### config.mk
export PLATFORM = sky130hd
export DESIGN_NAME = mhpq_cell
export DESIGN_NICKNAME = d
export VERILOG_FILES = /design/src/mhpq_pkg.sv /design/src/mhpq_cell.sv
export SDC_FILE = /design/constraint.sdc
export NUM_CORES = 1
export LEC_CHECK = 0
export BUFFER_PORTS_ARGS = -buffer_cell sky130_fd_sc_hd__buf_2
export CAP_MARGIN = 20
export CORE_UTILIZATION = 45
export CTS_CLUSTER_DIAMETER = 60
export DETAILED_ROUTE_END_ITERATION = 10
export PLACE_DENSITY = 0.81
export SYNTH_ARGS = -nofsm -noshare
export SYNTH_HDL_FRONTEND = slang
export SYNTH_SLANG_ARGS = --single-unit
export TNS_END_PERCENT = 100
### constraint.sdc
create_clock -name clock -period 4 [get_ports clock]
set_input_delay 0.4 -clock clock [delete_from_list [all_inputs] [get_ports clock]]
set_output_delay 0.4 -clock clock [all_outputs]
set_load 0.01 [all_outputs]
### src/mhpq_pkg.sv
// ----------------------------------------------------------------------------
// mhpq_pkg: shared types and constants of the max-heap priority queue
// Opcodes, result status codes and the command that steers the cell row.
// ----------------------------------------------------------------------------
`default_nettype none

package mhpq_pkg;

   localparam int DEPTH_DEF = 64;
   localparam int DATA_W    = 32;

   typedef enum logic {
      OP_INSERT  = 1'b0,
      OP_EXTRACT = 1'b1
   } op_type;

   typedef enum logic [1:0] {
      ST_OK    = 2'd0,
      ST_EMPTY = 2'd1,
      ST_FULL  = 2'd2
   } status_type;

   typedef enum logic [1:0] {
      CMD_HOLD,
      CMD_INSERT,
      CMD_EXTRACT
   } cell_cmd_type;

   // broadcast to every cell of the row
   typedef struct packed {
      cell_cmd_type              cmd;
      logic signed [DATA_W-1:0]  value;
   } cell_ctl_type;

endpackage

`default_nettype wire

### src/mhpq_cell.sv
// ----------------------------------------------------------------------------
// mhpq_cell: one slot of the sorted cell row
// Holds one entry. The row stays sorted largest first; on insert a cell keeps
// its entry, takes the new value or takes its upper neighbor's entry, and on
// extract it takes its lower neighbor's entry.
// ----------------------------------------------------------------------------
`default_nettype none

module mhpq_cell #(
   parameter int CNT_W = 7,
   parameter int INDEX = 0
) (
   input  wire                                      clock,
   input  wire  mhpq_pkg::cell_ctl_type             ctl,
   input  wire  [CNT_W-1:0]                         count,
   input  wire                                      up_above,
   input  wire  signed [mhpq_pkg::DATA_W-1:0]       up_value,
   input  wire  signed [mhpq_pkg::DATA_W-1:0]       down_value,
   output logic signed [mhpq_pkg::DATA_W-1:0]       value,
   output logic                                     above
);

   logic signed [mhpq_pkg::DATA_W-1:0] value_ff;
   logic signed [mhpq_pkg::DATA_W-1:0] value_in;

   // new value belongs at or above this slot (empty slots always qualify)
   assign above = (CNT_W'(INDEX) >= count) || (ctl.value > value_ff);
   assign value = value_ff;

   always_comb begin
      value_in = value_ff;
      unique case (ctl.cmd)
         mhpq_pkg::CMD_INSERT: begin
            if (above) begin
               value_in = up_above ? up_value : ctl.value;
            end
         end
         mhpq_pkg::CMD_EXTRACT: begin
            value_in = down_value;
         end
         default: begin
            value_in = value_ff;
         end
      endcase
   end

   always_ff @(posedge clock) begin
      value_ff <= value_in;
   end

endmodule

`default_nettype wire

* Word-level counts from Yosys, hierarchy flattened
Cells that the tools add are included.
** Word-level totals
- Bits in registers :: 32
- Input bits :: 107
- Output and inout port bits :: 33
- Logic and storage cells :: 12
** Operators by class
- $lt $le $gt $ge :: 2
- Equal/unequal tests :: 3
- Muxes and demuxes :: 3
- Reduce and logical (&&, ||, !) cells :: 3
** Operators by type and width (count)
- $mux W32 :: 2
- $pmux W32 S2 :: 1
- $gt A32 B32 Y1 :: 1
- $ge A1 B7 Y1 const A :: 1
- $eq A2 B1 Y1 const B :: 1
- $eq A2 B2 Y1 const B :: 1
- $ne A2 B2 Y1 const B :: 1
- $reduce_and A2 Y1 :: 1
- $reduce_bool A2 Y1 :: 1
- $logic_or A1 B1 Y1 :: 1

* Depth between registers and ports, before layout
Gate-level depths: netlist (run 1).
- Word-level depth :: 4
- Depth in mapped cells :: 8

* Least setup slack after synthesis (run 1)
OpenSTA, ideal clock, no wires.
- Kind :: register to register
- From :: reg value_ff (netlist bit value[31])
- To :: reg value_ff (netlist bit value[0]), enable pin
- Setup time :: 425 ps
- Arrival :: 2958 ps
- Required time :: 3575 ps
- Slack :: 616 ps
- Cell stages (with the launch flop) :: 8
- Period minus slack after synthesis :: 3384 ps
- Cells stage by stage :: edfxtp_1 -> inv_1 -> ha_1 -> nand4_1 -> nor4_2 -> a41oi_1 -> and3_1 -> o21ai_1
** Between the ends
- Cells in the longest elaborated chain, start to end :: 4
** RTL lines
- start, declared :: RTL line mhpq_cell.sv:23 : logic signed [mhpq_pkg::DATA_W-1:0] value_ff;
- start signal, assigned :: RTL line mhpq_cell.sv:48 : value_ff <= value_in;
- $gt A32 B32 Y1 :: RTL line mhpq_cell.sv:27 : assign above = (CNT_W'(INDEX) >= count) || (ctl.value > value_ff);
- $logic_or A1 B1 Y1 :: RTL line mhpq_cell.sv:27
- $ne A2 B2 Y1 (no source line)
- $reduce_and A2 Y1 (no source line)
Every way passes these cells.
A chain may end at the register's enable or synchronous reset.

* Worst setup path in the final report (run 1)
- From :: reg value_ff (netlist bit value[8])
- To :: out above
** Between the ends
- Cells in the longest elaborated chain, start to end :: 2
** RTL lines
- $gt A32 B32 Y1 :: RTL line mhpq_cell.sv:27
- $logic_or A1 B1 Y1 :: RTL line mhpq_cell.sv:27
- end, declared :: RTL line mhpq_cell.sv:20 : output logic above
Every way passes these cells.

==> key figures, run 1 <==
Status
  • Status: finished, final reports clean

Placement
  • Routability congestion estimate: 0.788
  • Placed cell count: 463
  • Post-DP HPWL: 4860 um
  • Number of port buffers: 139

Worst setup path
  • R2r startpoint: value[14]
  • Critical path arrival: 2250 ps
  • Required time worst endpoint: 3600 ps
  • Critical Path Fanout Max: 2
  • Worst r2r dst: value[8]
  • Register-to-Register Path Depth: 9
  • Critical path class: register to primary output
  • Startpoint Class: register
  • Worst Setup End Kind: primary output
  • Reg-to-reg slack, setup: 1500 ps

Floorplan
  • DIE HEIGHT: 76.4 um
  • Core ar.: 5200 um^2
  • Initial Utilization: 47.8%
  • Total Die Area: 5830 um^2
  • Die width: 76.4 um
  • Top Ports: 140
  • Row cnt: 26

Cells and area
  • Diodes inserted: 0
  • Layout cells sized above 1: 37.9%
  • Multi-input logic area: 1370 um^2
  • Final net count: 539
  • Filler cell count: 475
  • Area delta synth->final: 34.3%
  • FF+latch area: 961 um^2
  • Max reg flops: 32
  • Finished Layout Cells: 471

Route
  • Total iterations of the first detailed-routing run: 7
  • WL per Instance: 13.0 um
  • DRT Wirelength: 6110 um
  • Routed Antenna Nets: 0
  • Via-to-Cell Ratio: 4.97
  • Vias: 2341
  • DR iter-0 viols: 104
  • DRC viols: 0

Power and ir drop
  • Combinational Power Share: 30.4%
  • Internal power: 666 uW
  • Pwr Total: 955 uW
  • P_sw: 289 uW
  • Clk pwr share: 24.8%
  • P per Cell Area: 286 nW/um^2
  • Leakage: 0.00172 uW
  • Sw Ratio: 30.3%
  • Sequential power share: 44.8%
  • Max VDD drop: 0.211 mV

Timing
  • Setup Skew: 3.09 ps
  • Tcrit/Tclk final: 66.1%
  • RSZ-0062 raised after global routing: no
  • Final Hold Viols: 0
  • Maximum clock frequency: 378 MHz
  • Max-slew violation count: 0
  • Post-route minimum period: 2650 ps
  • Final setup violation count: 0
  • TNS Setup: 0 ps
  • Max-slew headroom: 35.4%
  • Slew @ Worst Pin: 968 ps

CTS
  • Clock tree from TritonCTS: done
  • Hold_buf cts: 0
  • Clock slew at reported path FFs: 70 ps
  • Max clock buf depth: 2
  • TritonCTS Buffers: 5
  • Max H-tree Level: 2
  • Cts repair resizes: 0
  • CTS root buf: clkbuf_8
  • CTS sink cnt: 32
  • Clock latency on the worst-skew pair: 280 ps
  • Post-CTS Setup Repair Bufs: 0

Yosys
  • Yosys warns: 0
  • Post-synthesis cell type count: 32
  • Syn Inst Count: 263
  • EDFF count, synth: 32
  • Asr flop ratio synth: 0%
  • Post-Syn Area: 2490 um^2
  • Syn nets: 402
  • Sequential fraction of the synthesis area: 38.6%
  • Synth Register Bits: 32
  • Post-synthesis area per instance: 9.46 um^2
  • Ys flop type: edfxtp_1

Global routing
  • Antenna violations before repair: 0
  • Vias in the first global route: 2347
  • Global-route wire length before repair: 10100 um
  • Grt ovf: 0
  • Global Route Usage Sum: 21.6%
  • Largest net degree at the start of global routing: 66

Worst hold path
  • Endpoint with the worst hold slack: value[19]
  • Worst Hold Launch: down_value[19]
  • Worst min path class: input port to register
  • WHS Path Cells: 3

Flow run
  • Max-cap violation count: 0
==> area by class of cell <==
type / count / area share (%)
inverters: 35 / 3.93
repair buffers: 141 / 21.3
flip-flops and latches: 32 / 28.7
multi-input cells: 185 / 41.0
clock buffers: 5 / 2.06
well taps: 70 / 2.62
clock inverters: 3 / 0.412
==> layer usage <==
| layer | part of all wire, % | vias up | wire length [um] | global-route usage, % |
|---|---|---|---|---|
| met5 | 0 | - | 0 | 0 |
| met1 | 42 | 1043 | 2550 | 24.5 |
| li1 | - | 1218 | - | - |
| met3 | 4.0 | 9 | 246 | 3.47 |
| met2 | 53 | 71 | 3230 | 40.5 |
| met4 | 1.4 | 0 | 87 | 7.69 |
==> synthesized netlist by cell type (2+ instances only) <==
library cell	count	share of area, %
ha_1	32	16
clkbuf_1	8	1.2
nor2b_1	4	1.0
nand3_1	2	0.40
nand2_1	37	5.6
a21oi_1	12	2.4
mux2i_1	32	13
buf_2	3	0.60
o21ai_0	36	7.2
nand2b_1	2	0.50
edfxtp_1	32	39
and3_1	2	0.50
inv_1	35	5.3
o21ai_1	3	0.60
nand4_1	6	1.5
==> layout by cell type, fill, tap and decap left out, drive strengths merged, types with 2 or more instances in the layout <==
| cell type | n |
|---|---|
| nand4 | 6 |
| nor2b | 4 |
| edfxtp | 32 |
| nand2b | 2 |
| a21oi | 12 |
| nor4 | 2 |
| buf | 141 |
| clkbuf | 5 |
| ha | 32 |
| a211oi | 2 |
| mux2i | 32 |
| inv | 35 |
| nand2 | 37 |
| nand3 | 2 |
| clkinv | 3 |
| o21ai | 39 |
| and3 | 2 |
==> power groups by stage <==
stage	logic, uW	clock network (uW)	registers [uW]
floorplan	145	0	451
global placement	281	0	434
detailed placement	291	0	435
CTS	293	244	428
global route	328	259	432
finish	291	237	427
==> logic make-up after synthesis <==
group                    Yosys count  share of synthesized area, %
adder cells (fa/ha/maj)           32                          16.1
AND/OR/NAND/NOR                   60                          11.7
buffers and inverters             46                          7.09
AO/OA/AOI/OAI                     61                          13.7
flip-flops                        32                          38.6
multiplexers                      32                          12.9
==> metrics by stage <==
| step | util [%] | setup slack (ps) | instance area (um^2) | hold WS, ps |
|---|---|---|---|---|
| 2_1_floorplan | - | 616 | 2490 | 587 |
| 3_5_place_dp | 62.6 | 1330 | 3260 | 680 |
| 5_1_grt | 64.2 | 1140 | 3340 | 398 |
| 6_report | 64.2 | 1350 | 3340 | 395 |
| 4_1_cts | 64.2 | 1330 | 3340 | 385 |
| 3_3_place_gp | 62.6 | 1410 | 3260 | 673 |
==> critical path, cell delays in order, from the launching register on <==
cell      delay (ps)
edfxtp_1         350
inv_1             50
ha_1             320
a211oi_2         220
nor2_1            70
or3_1            320
a41oi_1          170
and3_1           230
o21ai_1           90
buf_2            150
==> worst max-delay path by stage <==
stage	start	to	slack (ps)	depth (start not counted)
after floorplan	value[31]	value[0]	620	7
after global placement	ctl[31]	value[14]	1410	8
after detailed placement	ctl[17]	value[17]	1330	9
after CTS	value[8]	above	1330	9
after global routing	value[8]	above	1140	9
final	value[8]	above	1350	9
Note: power is estimated with default switching activity, not from simulation.
==> run 2, diff against run 1 <==
Settings changed: CORE_UTILIZATION 45 to 41, PLACE_DENSITY 0.81 to 0.78.
Clock period 4 ns to 2.4 ns, I/O delays scaled along.
==> run 2 against run 1 <==
The run now ends with negative setup slack left. Via count is 4.1% higher. Combinational power is 95% higher. Cell area is 7.9% higher. Clock power is 65% higher. Non-clock buffer count is 16 higher. Critical path depth is 1 lower. Wire length is 7.4% higher. Count of clock-buffer cells in the layout is 1 higher. Sequential power is 67% higher. Utilization is 2.9 points lower. Sequential share of layout area is 2.1 points lower. Critical endpoint unchanged. Largest cell class unchanged.
==> key figures, run 2 (synthesized netlist as in run 1, its figures left out) <==
CTS
  • Clock slew at reported path FFs: 70 ps (about the same)
  • Clock tree from TritonCTS: done
  • Clock latency on the worst-skew pair: 270 ps (about the same)
  • TritonCTS Buffers: 5 (unchanged)
  • Max H-tree Level: 2 (unchanged)
  • CTS root buf: clkbuf_8
  • Max clock buf depth: 2 (unchanged)
  • CTS sink cnt: 32 (unchanged)

Cells and area
  • Multi-input logic area: 1480 um^2 (+7.9%)
  • FF+latch area: 961 um^2 (unchanged)
  • Filler cell count: 520 (+9.5%)
  • Finished Layout Cells: 492 (+4.5%)
  • Final net count: 556 (+3.2%)
  • Util after Layout: 61.3% (-2.9 points)
  • Max reg flops: 32 (unchanged)
  • Area delta synth->final: 45.0%
  • Commonest non-fill, non-tap cell in the layout: buf_2
  • Diodes inserted: 0 (unchanged)
  • Most frequent cells in the layout: buf_2, nand2_1, o21ai_0
  • Layout cells sized above 1: 43.6% (+5.7 points)

Timing
  • Post-route minimum period: 2510 ps
  • Slew @ Worst Pin: 524 ps (-444 ps)
  • Tcrit/Tclk final: 104%
  • Maximum clock frequency: 399 MHz
  • Final Hold Viols: 0 (unchanged)
  • Final setup violation count: 10 (+10)
  • Max-slew violation count: 0 (unchanged)
  • Final worst setup slack: -107 ps (-1460 ps)
  • TNS Setup: -173 ps (-173 ps)
  • Max-slew headroom: 65.0% (+30 points)
  • RSZ-0062 raised after global routing: yes
  • Hold WS: 238 ps (-157 ps)
  • Setup Skew: 10.1 ps (+6.97 ps)

Global routing
  • Vias in the first global route: 2294 (-2.3%)
  • Global Route Usage Sum: 19.7% (-1.9 points)
  • Largest net degree at the start of global routing: 65 (-1.5%)
  • Global-route wire length before repair: 9810 um (-2.9%)
  • Grt ovf: 0 (unchanged)
  • Antenna violations before repair: 0 (unchanged)

Worst setup path
  • Required time worst endpoint: 2160 ps (-1440 ps)
  • Critical path arrival: 2270 ps (+20 ps)
  • CP max stage cell: nor4_4
  • Startpoint Class: register
  • Critical Path Fanout Max: 3 (+1)
  • Critical path class: register to primary output
  • Worst path cell trace: inv_1, ha_1, nand4_1, nor4_4, inv_2, o31ai_2, o21ai_1, buf_2
  • Delay of the slowest critical-path stage: 410 ps (+60 ps)
  • Worst Setup End Kind: primary output

Route
  • WL per Instance: 13.3 um (+2.8%)
  • DRT Wirelength: 6570 um (+7.4%)
  • DRC viols: 0 (unchanged)
  • Vias: 2436 (+4.1%)
  • Total iterations of the first detailed-routing run: 4 (-3)
  • Via-to-Cell Ratio: 4.95 (-0.38%)
  • DR iter-0 viols: 60 (-42%)
  • Routed Antenna Nets: 0 (unchanged)

Floorplan
  • DIE HEIGHT: 79.9 um (+4.6%)
  • Initial Utilization: 42.3% (-5.5 points)
  • Total Die Area: 6390 um^2 (+9.5%)
  • Row cnt: 28 (+7.7%)
  • Core ar.: 5890 um^2 (+13%)
  • Die width: 79.9 um (+4.6%)
  • Top Ports: 140 (unchanged)

Power and ir drop
  • P per Cell Area: 463 nW/um^2 (+62%)
  • Leakage: 0.00183 uW (+6.4%)
  • Max VDD drop: 0.256 mV (+21%)

Placement
  • Placed cell count: 479 (+3.5%)
  • Number of port buffers: 139 (unchanged)
  • Routability congestion estimate: 0.735 (-6.8%)
  • Post-DP HPWL: 5050 um (+3.9%)

Flow run
  • Max-cap violation count: 0 (unchanged)

Worst hold path
  • Worst min path class: input port to register

Status
  • Status: complete, but fails checks
  • Failing checks: negative setup slack
run 2: final timing paths:
path	startpoint	end	slack, ps	depth (start not counted)
setup reg to reg	value[30]	value[18]	-10	9
hold / removal	down_value[30]	value[30]	240	3
hold reg to reg	value[31]	value[29]	1310	6
setup / recovery	value[30]	above	-110	8
run 2: metrics by stage:
stage                     worst slack [ps]  power (uW)  instance area, um^2
after floorplan                      -21.9        1000                 2530
after global placement                -337        1220                 3390
after detailed placement              -434        1250                 3390
after CTS                             -114        1670                 3570
after global routing                  -167        1770                 3610
final                                 -107        1670                 3610
run 2: critical path: cells and delay by family, from the launching register on:
kind / cells / cell delay, ps
adders and majority gates: 1 / 300
buffers and inverters: 3 / 320
and+or+nand+nor: 2 / 600
DFF: 1 / 360
AOI/OAI and AO/OA: 2 / 410
run 2: repair_timing:
item | CTS | global route
resized for setup | 8 | 7
gates cloned | 1 | 0
setup endpoints to repair | 33 | 33
pin swaps | 9 | 8
hold buffers | 0 | 0
setup buffers | 4 | 1
run 2: report_power, final:
group / internal [uW] / total, uW / switching (uW)
Clock: 197 / 392 / 195
Combinational: 279 / 566 / 287
Sequential: 688 / 712 / 24.5
Total: 1160 / 1670 / 506
run 2: layout make-up:
type                    instances  share of cell area (%)
inverters                      35                    3.64
well taps                      75                    2.60
clock inverters                 1                   0.139
repair buffers                157                    24.0
multi-input cells             186                    41.0
flip-flops and latches         32                    26.6
clock buffers                   6                    2.01
run 2: per-layer routing:
metal  track usage [%]  part of all wire [%]  vias up
met4              5.71                   1.6        0
met3              2.51                   5.0        8
met2              37.8                    52       80
met1              22.5                    41     1096
met5                 0                     0        -
li1                  -                     -     1252
==> run 3, diff against run 2 <==
Settings changed: CTS_CLUSTER_SIZE set to 24, PLACE_DENSITY 0.78 to 0.88.
Clock period 2.4 ns to 2.1 ns, I/O delays scaled along.
==> run 3 against run 2 <==
Sequential power is 15% higher. Clock power is 11% higher. The flow still finishes with violations (negative setup slack). Count of clock-buffer cells in the layout is 1 lower. Largest cell class unchanged. Global-route usage is 1.3 points higher. First-iteration DRC count is 25% lower. Clock skew is 4.5 ps lower. Combinational power is 24% higher. Largest power group unchanged. Non-clock buffer count is 5 higher. Final cell count is 0.81% higher. Register-to-register slack worse by 260 ps. Cell area is 4.6% higher. Setup slack worse by 170 ps.
==> key figures, run 3 (synthesized netlist as in run 1, its figures left out) <==
CTS
  • TritonCTS Buffers: 5 (unchanged)
  • Hold_buf cts: 0 (unchanged)
  • Clock tree from TritonCTS: done
  • Clock slew at reported path FFs: 70 ps (about the same)
  • Max H-tree Level: 2 (unchanged)
  • CTS sink cnt: 32 (unchanged)
  • Clock latency on the worst-skew pair: 280 ps (about the same)
  • CTS root buf: clkbuf_8
  • Max clock buf depth: 2 (unchanged)

Cells and area
  • Max reg flops: 32 (unchanged)
  • Commonest non-fill, non-tap cell in the layout: buf_2
  • Final net count: 560 (+0.72%)
  • Area delta synth->final: 51.7%
  • Design Area, Final: 3780 um^2 (+4.6%)
  • Diodes inserted: 0 (unchanged)
  • Layout cells sized above 1: 47.0% (+3.4 points)
  • Most frequent cells in the layout: buf_2, nand2_1, o21ai_0
  • Filler cell count: 479 (-7.9%)
  • Finished Layout Cells: 496 (+0.81%)

Floorplan
  • Row cnt: 28 (unchanged)
  • Total Die Area: 6390 um^2 (unchanged)
  • Die width: 79.9 um (unchanged)
  • Core ar.: 5890 um^2 (unchanged)
  • Top Ports: 140 (unchanged)
  • DIE HEIGHT: 79.9 um (unchanged)
  • Initial Utilization: 42.3% (unchanged)

Global routing
  • Met2 Use GR: 38.8% (+1.0 points)
  • Antenna violations before repair: 0 (unchanged)
  • Met1 usage: 23.9% (+1.3 points)
  • Global Route Usage Sum: 21.0% (+1.3 points)
  • Largest net degree at the start of global routing: 35 (-46%)
  • Global-route wire length before repair: 10300 um (+5.2%)
  • Grt ovf: 0 (unchanged)
  • Met3 global-route usage: 4.23% (+1.7 points)
  • Vias in the first global route: 2439 (+6.3%)
  • Busiest layer in global routing: met2

Power and ir drop
  • P_sw: 594 uW (+17%)
  • P per Cell Area: 518 nW/um^2 (+12%)
  • Sequential power share: 41.8% (-0.9 points)
  • Clk pwr share: 22.2% (-1.3 points)
  • Internal power: 1360 uW (+17%)
  • Max VDD drop: 0.302 mV (+18%)
  • Combinational Power Share: 36.0% (+2.1 points)
  • Pwr Total: 1960 uW (+17%)
  • Sw Ratio: 30.4% (+0.043 points)
  • Leakage: 0.00186 uW (+1.7%)

Worst setup path
  • Worst Setup End Kind: primary output
  • Critical Path Fanout Max: 2 (-1)
  • Startpoint Class: register
  • Critical path arrival: 2160 ps (-110 ps)
  • Required time worst endpoint: 1890 ps (-270 ps)
  • Critical path class: register to primary output

Placement
  • Placed cell count: 484 (+1.0%)
  • Placed inst area: 3470 um^2 (+2.2%)
  • Number of port buffers: 139 (unchanged)
  • Routability congestion estimate: 0.705 (-4.0%)
  • Pre-CTS WS: -256 ps (+177 ps)
  • Post-DP HPWL: 5440 um (+7.7%)

Timing
  • Final setup violation count: 33 (+23)
  • Slew @ Worst Pin: 491 ps (-32.9 ps)
  • Tcrit/Tclk final: 113%
  • Max-slew violation count: 0 (unchanged)
  • Final Hold Viols: 0 (unchanged)
  • Post-route minimum period: 2370 ps
  • RSZ-0062 raised after global routing: yes
  • Max-slew headroom: 67.2% (+2.2 points)
  • Maximum clock frequency: 421 MHz
  • Final worst setup slack: -275 ps (-168 ps)
  • Setup Skew: 5.60 ps (-4.45 ps)

Route
  • WL per Instance: 13.8 um (+3.3%)
  • DR iter-0 viols: 45 (-25%)
  • Via-to-Cell Ratio: 4.98 (+0.54%)
  • Routed Antenna Nets: 0 (unchanged)
  • Total iterations of the first detailed-routing run: 4 (unchanged)
  • DRT Wirelength: 6840 um (+4.2%)
  • DRC viols: 0 (unchanged)
  • Vias: 2469 (+1.4%)

Status
  • Failing checks: negative setup slack
  • Status: complete, but fails checks

Worst hold path
  • Worst min path class: input port to register

Flow run
  • Max-cap violation count: 0 (unchanged)
-- run 3: layer usage --
layer | vias to the layer above | wire length, um
met5 | - | 0
met4 | 0 | 155
met3 | 19 | 376
met2 | 101 | 3490
met1 | 1093 | 2820
li1 | 1256 | -
-- run 3: worst max-delay path, stage by stage (launching register included) --
cell and delay, ps:
edfxtp_1 410, inv_2 90, ha_4 210, a211oi_2 210
nor2_1 60, or3_1 340, a41oi_2 140, and3_4 220
o21ai_2 60, buf_2 140
-- run 3: what timing repair did --
action / in CTS / in global routing
gates resized for setup: 10 / 25
gates cloned: 2 / 1
pin swaps: 3 / 16
setup endpoints to repair: 33 / 33
buffers inserted: 5 / 3
-- run 3: area by class of cell --
type	count	area, um^2	share of cell area [%]
Tap cell	75	93.8	2.49
Clock buffer	5	68.8	1.82
Timing Repair Buffer	162	942	25.0
Inverter	35	131	3.48
Sequential cell	32	961	25.4
Multi-Input combinational cell	185	1570	41.6
Clock inverter	2	7.51	0.199
-- run 3: power groups by stage --
| stage | clock, uW | combinational, uW | sequential [uW] |
|---|---|---|---|
| floorplan | 0 | 288 | 858 |
| global placement | 0 | 598 | 825 |
| detailed placement | 0 | 622 | 830 |
| CTS | 452 | 660 | 817 |
| global route | 477 | 777 | 825 |
| finish | 434 | 704 | 818 |
-- run 3: path summary, 6_finish.rpt --
kind / startpoint / endpoint / slack (ps) / cells past startpoint
worst max-delay path: value[8] / above / -270 / 9
worst min-delay path: down_value[22] / value[22] / 200 / 3
worst min register to register: value[31] / value[30] / 1370 / 7
worst max register to register: value[18] / value[10] / -270 / 10
-- run 3: per-stage QoR --
| stage | hold slack (ps) | TNS (ps) | utilization (%) |
|---|---|---|---|
| 6_report | 200 | -8530 | 64.2 |
| 5_1_grt | 206 | -11940 | 64.2 |
| 4_1_cts | 194 | -9020 | 61.7 |
| 3_5_place_dp | 487 | -8030 | 58.9 |
| 3_3_place_gp | 488 | -5210 | 58.9 |
| 2_1_floorplan | 397 | -10300 | - |
